## config.mk

```make
export PLATFORM = sky130hd
export DESIGN_NAME = crc16_packet_framer_core
export DESIGN_NICKNAME = d
export VERILOG_FILES = /design/src/rtl/cpf_pkg.sv /design/src/rtl/crc16_packet_framer_core.sv /design/src/rtl/cpf_burst_buf.sv
export SDC_FILE = /design/constraint.sdc
export NUM_CORES = 1
export LEC_CHECK = 0
export BUFFER_PORTS_ARGS = -buffer_cell sky130_fd_sc_hd__clkbuf_2
export CAP_MARGIN = 20
export CORE_MARGIN = 8
export CORE_UTILIZATION = 35
export CTS_CLUSTER_SIZE = 20
export DETAILED_ROUTE_END_ITERATION = 7
export PLACE_DENSITY_LB_ADDON = 0.15
export SETUP_SLACK_MARGIN = 0.4
export SLEW_MARGIN = 10
export SYNTH_ARGS = -nofsm -noshare
export SYNTH_HDL_FRONTEND = slang
export SYNTH_SLANG_ARGS = --single-unit
export TNS_END_PERCENT = 1
```

## constraint.sdc

```tcl
create_clock -name clk -period 11.5 [get_ports clk]
set_input_delay 2.3 -clock clk [delete_from_list [all_inputs] [get_ports clk]]
set_output_delay 2.3 -clock clk [all_outputs]
set_load 0.1 [all_outputs]
```

## src/rtl/cpf_pkg.sv

```systemverilog
// Shared types, constants and the byte-wide CRC update for the packet framer.
package cpf_pkg;

    localparam int BURST_MAX   = 12;
    localparam int BURST_CNT_W = $clog2(BURST_MAX + 1);
    localparam int PREAMBLE_LEN = 4;
    localparam int HDR_LEN     = 10;

    localparam logic [15:0] CRC_INIT      = 16'hFFFF;
    localparam logic [15:0] CRC_POLY      = 16'h1021;
    localparam logic [7:0]  PREAMBLE_BYTE = 8'hFF;

    typedef enum logic {
        REQ_START = 1'b0,
        REQ_BYTE  = 1'b1
    } req_type_t;

    typedef enum logic [1:0] {
        ST_OK       = 2'd0,
        ST_TOO_LONG = 2'd1,
        ST_NO_FRAME = 2'd2
    } status_t;

    typedef struct packed {
        req_type_t   req_type;
        logic [15:0] frame_length;
        logic [7:0]  payload_byte;
    } in_item_t;

    typedef struct packed {
        logic [7:0] out_byte;
        logic       out_last;
        status_t    result_status;
    } out_item_t;

    // CRC-16/CCITT-FALSE update by one byte, MSB first.
    function automatic logic [15:0] crc16_byte(input logic [15:0] crc, input logic [7:0] data);
        logic [15:0] v;
        v = crc ^ {data, 8'h00};
        for (int i = 0; i < 8; i++)
        begin
            if (v[15])
            begin
                v = {v[14:0], 1'b0} ^ CRC_POLY;
            end
            else
            begin
                v = {v[14:0], 1'b0};
            end
        end
        return v;
    endfunction

endpackage

```

## src/rtl/crc16_packet_framer_core.sv

```systemverilog
// Each accepted request becomes a burst of output beats, one per cycle while out_ready is high:
// a mid-frame payload byte gives one beat, the last payload byte three (byte and two CRC bytes),
// a start gives ten header beats (twelve for an empty frame) and an error gives one. The framing
// state and CRC are updated in the cycle a request is accepted, and the next request is taken
// in the same cycle the last beat of the previous burst leaves, so payload streams at one byte per
// cycle unless stalled. The output side alone sets the pace. There is no clearing pass after reset.
module crc16_packet_framer_core
#(
    parameter int MAX_PAYLOAD = 256
)
(
    input  logic                clk,
    input  logic                rst_n,
    input  logic                cfg_valid,
    output logic                cfg_ready,
    input  logic [31:0]         cfg_data,
    input  logic                in_valid,
    output logic                in_ready,
    input  cpf_pkg::in_item_t   in_data,
    output logic                out_valid,
    input  logic                out_ready,
    output cpf_pkg::out_item_t  out_data
);
    import cpf_pkg::*;

    localparam logic [15:0] MAX_LEN = 16'(MAX_PAYLOAD);

    logic [31:0] sync_reg;
    logic [15:0] crc_reg;
    logic [15:0] crc_next;
    logic        in_frame_reg;
    logic        in_frame_next;
    logic [15:0] left_reg;
    logic [15:0] left_next;

    logic                      load;
    logic                      can_load;
    out_item_t [BURST_MAX-1:0] items;
    logic [BURST_CNT_W-1:0]    item_count;
    logic [15:0]               crc_len;
    logic [15:0]               crc_pay;

    assign cfg_ready = 1'b1;
    assign in_ready  = can_load;
    assign load      = in_valid && can_load;

    assign crc_len = crc16_byte(crc16_byte(CRC_INIT, in_data.frame_length[15:8]),
                                in_data.frame_length[7:0]);
    assign crc_pay = crc16_byte(crc_reg, in_data.payload_byte);

    always_comb
    begin
        items         = '0;
        item_count    = BURST_CNT_W'(1);
        crc_next      = crc_reg;
        in_frame_next = in_frame_reg;
        left_next     = left_reg;
        if (in_data.req_type == REQ_START)
        begin
            // Any open frame is dropped before the new start is handled.
            crc_next      = CRC_INIT;
            in_frame_next = 1'b0;
            left_next     = '0;
            if (in_data.frame_length > MAX_LEN)
            begin
                items[0].out_last      = 1'b1;
                items[0].result_status = ST_TOO_LONG;
            end
            else
            begin
                for (int i = 0; i < PREAMBLE_LEN; i++)
                begin
                    items[i].out_byte = PREAMBLE_BYTE;
                end
                for (int i = 0; i < 4; i++)
                begin
                    items[PREAMBLE_LEN + i].out_byte = sync_reg[8*(3-i) +: 8];
                end
                items[8].out_byte = in_data.frame_length[15:8];
                items[9].out_byte = in_data.frame_length[7:0];
                if (in_data.frame_length == '0)
                begin
                    items[10].out_byte = crc_len[15:8];
                    items[11].out_byte = crc_len[7:0];
                    items[11].out_last = 1'b1;
                    item_count         = BURST_CNT_W'(BURST_MAX);
                end
                else
                begin
                    item_count    = BURST_CNT_W'(HDR_LEN);
                    crc_next      = crc_len;
                    in_frame_next = 1'b1;
                    left_next     = in_data.frame_length;
                end
            end
        end
        else if (!in_frame_reg || (left_reg == '0))
        begin
            items[0].out_last      = 1'b1;
            items[0].result_status = ST_NO_FRAME;
        end
        else
        begin
            items[0].out_byte = in_data.payload_byte;
            left_next         = left_reg - 16'd1;
            if (left_reg == 16'd1)
            begin
                items[1].out_byte = crc_pay[15:8];
                items[2].out_byte = crc_pay[7:0];
                items[2].out_last = 1'b1;
                item_count        = BURST_CNT_W'(3);
                crc_next          = CRC_INIT;
                in_frame_next     = 1'b0;
            end
            else
            begin
                crc_next = crc_pay;
            end
        end
    end

    always_ff @(posedge clk or negedge rst_n)
    begin
        if (!rst_n)
        begin
            sync_reg     <= '0;
            crc_reg      <= CRC_INIT;
            in_frame_reg <= 1'b0;
            left_reg     <= '0;
        end
        else
        begin
            if (cfg_valid)
            begin
                sync_reg <= cfg_data;
            end
            if (load)
            begin
                crc_reg      <= crc_next;
                in_frame_reg <= in_frame_next;
                left_reg     <= left_next;
            end
        end
    end

    cpf_burst_buf u_burst_buf
    (
        .clk        (clk),
        .rst_n      (rst_n),
        .load       (load),
        .load_items (items),
        .load_count (item_count),
        .can_load   (can_load),
        .out_valid  (out_valid),
        .out_ready  (out_ready),
        .out_data   (out_data)
    );

endmodule

```

## src/rtl/cpf_burst_buf.sv

```systemverilog
// Result buffer that holds the bytes caused by one request and sends them one beat at a time.
module cpf_burst_buf
(
    input  logic                                    clk,
    input  logic                                    rst_n,
    input  logic                                    load,
    input  cpf_pkg::out_item_t [cpf_pkg::BURST_MAX-1:0] load_items,
    input  logic [cpf_pkg::BURST_CNT_W-1:0]         load_count,
    output logic                                    can_load,
    output logic                                    out_valid,
    input  logic                                    out_ready,
    output cpf_pkg::out_item_t                      out_data
);
    import cpf_pkg::*;

    out_item_t [BURST_MAX-1:0] entries_reg;
    out_item_t [BURST_MAX-1:0] entries_next;
    logic [BURST_CNT_W-1:0]    count_reg;
    logic [BURST_CNT_W-1:0]    count_next;
    logic                      pop;

    assign out_valid = (count_reg != '0);
    assign out_data  = entries_reg[0];
    assign pop       = out_valid && out_ready;
    // A new burst may enter in the same cycle the last queued beat leaves.
    assign can_load  = (count_reg == '0) || ((count_reg == BURST_CNT_W'(1)) && out_ready);

    always_comb
    begin
        entries_next = entries_reg;
        count_next   = count_reg;
        if (load)
        begin
            entries_next = load_items;
            count_next   = load_count;
        end
        else if (pop)
        begin
            for (int i = 0; i < BURST_MAX - 1; i++)
            begin
                entries_next[i] = entries_reg[i + 1];
            end
            count_next = count_reg - BURST_CNT_W'(1);
        end
    end

    always_ff @(posedge clk or negedge rst_n)
    begin
        if (!rst_n)
        begin
            count_reg <= '0;
        end
        else
        begin
            count_reg <= count_next;
        end
    end

    always_ff @(posedge clk)
    begin
        entries_reg <= entries_next;
    end

endmodule

```

==> impl_metrics.py <==
metrics = {
    "run_status": {
        "status": "finished, final reports clean",
    },
    "sta": {
        "fmax_ghz": 0.184,
        "fin_skew_ns": 0.0135,
        "finalHoldViolations": 0,
        "fin_setup_tns_ns": 0,
        "worstMarginPinSlew_ns": 0.962,
        "fin_crit_sh": 0.473,
        "setup_viol": 0,
        "finalWorstSetupSlack_ns": 6.06,
        "finalMaxSlewViolations": 0,
        "slew_headroom": 0.359,
        "rsz0062_at_grt": "false",
        "period_needed_ns": 5.44,
    },
    "synthesis": {
        "synthCells": 698,
        "synth_area_sq_um": 8600,
        "synth_edf_count": 101,
        "synth.top_cell.area_share": 0.353,
        "syn_avg_cell_area_sq_um": 12.3,
        "async_flop_share": 0.385,
        "ys_warn_count": 0,
        "ys_seq_elements": 179,
        "ys.flop_type": "edfxtp_1",
        "synth_top_cell_by_area": "edfxtp_1",
        "synth_cell_type_count": 69,
        "ys_top_cells_by_area": "edfxtp_1, dfrtp_1, dfstp_2",
        "synth_seq_area_share": 0.577,
    },
    "critical_path": {
        "critPathMaxFanout": 5,
        "startpoint_type": "primary input",
        "r2r-end": "u_burst_buf.entries_reg[63]",
        "r2r-start": "u_burst_buf.count_reg[0]",
        "critPathKind": "primary input to output port",
        "rrSetupSlack_ns": 8.16,
        "crit_required_ns": 9.20,
        "crit_slowest_cell": "clkbuf_2",
        "cp_slowest_stage_delay_ns": 0.48,
        "crit_path_start": "out_ready",
        "cp.arrival_ns": 3.14,
        "path_cells": "clkbuf_2, a21oi_1, nor3_1, clkbuf_2",
        "end_kind": "output port",
        "r2r_cells": 7,
        "critical_path.most_common_cell": "clkbuf_2",
    },
    "clocking": {
        "root_buffer": "clkbuf_16",
        "cts_inserted_buffers": 17,
        "cts_tree": "done",
        "insertion_delay_ns": 0.43,
        "clock_path_buffers": 2,
        "numClockSinks": 179,
        "cts_resized": 0,
        "htree_levels": 4,
        "clk_pin_slew_ns": 0.06,
        "cts_hold_buf": 0,
        "post_cts_buffers": 0,
    },
    "min_path": {
        "hold_path_end": "u_burst_buf.entries_reg[101]",
        "hold_path_depth": 2,
        "hold_path_startpoint": "u_burst_buf.entries_reg[101]",
        "hp-class": "register to register",
    },
    "final_layout": {
        "antenna_cells": 0,
        "multi_input_area_sq_um": 3250,
        "drive_gt1_frac": 0.239,
        "syn2layout_area_growth_pct": 12.7,
        "seq_area_sq_um": 4960,
        "largest_reg_flops": 99,
        "fin_nets": 811,
        "final_common_cell": "edfxtp_1",
        "layout_common_cells": "edfxtp_1, clkbuf_2, dfrtp_1",
        "nFillCells": 2335,
    },
    "floorplanning": {
        "coreArea_sq_um": 24200,
        "ioPinCount": 76,
        "initial_core_util": 0.354,
        "die_y_microns": 173,
        "die_area_sq_um": 29800,
        "rows": 57,
        "die_w_microns": 173,
    },
    "drt": {
        "avgRoutedWirePerCell_microns": 18.9,
        "dr_total_vias": 5630,
        "first_pass_iters": 5,
        "drt-total-wl_microns": 20400,
        "viasPerCell": 5.20,
        "first_iter_violations": 417,
        "ant_nets": 0,
        "remaining_drc_errors": 0,
    },
    "global_route": {
        "gr-usage-met3": 0.0351,
        "grt_overflow": 0,
        "grt_use_total": 0.136,
        "grt_pass1_vias": 5876,
        "top_usage_layer": "met2",
        "grt_max_degree": 72,
        "grtUsageMet2": 0.229,
        "antenna_found_initial": 0,
        "use_met1": 0.170,
        "grt_pass1_wl_microns": 32700,
    },
    "flow_run": {
        "drv_cap": 0,
    },
    "power_and_ir_drop": {
        "powerDensity_nw_per_um2": 231,
        "peakVddDrop_v": 0.000161,
        "leakage_uw": 0.00380,
    },
    "placed_design": {
        "numPortBuffers": 74,
        "hpwl_microns": 13600,
        "place.gp.congestion": 0.800,
        "dpl_worst_slack_ns": 6.08,
    },
}
-- where the power goes --
| group | switching [uW] | internal (uW) |
|---|---|---|
| sequential | 85.7 | 916 |
| clock | 258 | 286 |
| combinational | 454 | 242 |
-- kinds of logic after synthesis --
kind of cell               synth area share
and+or+nand+nor                      0.0860
other                              0.000874
adders and majority gates           0.00582
muxes                                0.0651
buffers and inverters                0.0477
DFF                                   0.577
AOI/OAI and AO/OA                     0.152
xor gates and xnor gates             0.0655
-- layout make-up --
| type | count | share of cell area |
|---|---|---|
| timing repair buffer | 81 | 0.0437 |
| clock inverter | 13 | 0.0106 |
| tap | 324 | 0.0418 |
| inverter | 27 | 0.0105 |
| multi-input combinational | 439 | 0.336 |
| clock buffer | 19 | 0.0457 |
| sequential | 179 | 0.512 |
-- critical path: cells and delay by family --
kind / cells / cell delay, ns
AND/OR/NAND/NOR: 1 / 0.13
AO/OA/AOI/OAI: 1 / 0.09
buffers and inverters: 2 / 0.60
-- through the flow --
stage / instance area, sq um / cells / hold WS (ns) / power (uW) / utilization
floorplan: 8610 / 701 / 0.432 / 1550 / -
global placement: 9140 / 1050 / 0.439 / 1700 / 0.377
detailed placement: 9140 / 1050 / 0.449 / 1710 / 0.377
CTS: 9690 / 1082 / 0.458 / 2260 / 0.399
global route: 9690 / 1082 / 0.480 / 2360 / 0.399
finish: 9690 / 1082 / 0.455 / 2240 / 0.399
-- cell usage after synthesis, drive strengths merged (4+ instances only) --
cell / n
a22o: 43
buf: 31
dfstp: 16
a21o: 12
mux2i: 15
xor2: 14
nand2: 40
o2bb2ai: 6
or3: 5
dfrtp: 53
mux2: 36
or4: 7
dfxtp: 9
and2: 14
edfxtp: 101
a21oi: 48
xnor2: 40
a31oi: 9
inv: 27
clkbuf: 25
nor3: 12
nand3: 19
o21ai: 38
ha: 4
a22oi: 5
nor2b: 5
xnor3: 4
o22ai: 16
nor2: 10
-- worst max path at each step --
| stage | depth (start not counted) | slack, ns | endpoint |
|---|---|---|---|
| finish | 4 | 6.06 | in_ready |
| global route | 4 | 5.99 | in_ready |
| CTS | 4 | 6.07 | in_ready |
| detailed placement | 4 | 6.08 | in_ready |
| global placement | 4 | 6.06 | in_ready |
| floorplan | 2 | 4.81 | in_ready |
-- layer usage --
metal | part of all wire | wire [microns] | vias up
li1 | - | - | 2666
met1 | 0.44 | 9090 | 2808
met2 | 0.51 | 10300 | 136
met3 | 0.034 | 690 | 20
met4 | 0.015 | 313 | 0
met5 | 0 | 0 | -
(Power assumes the default switching activity.)
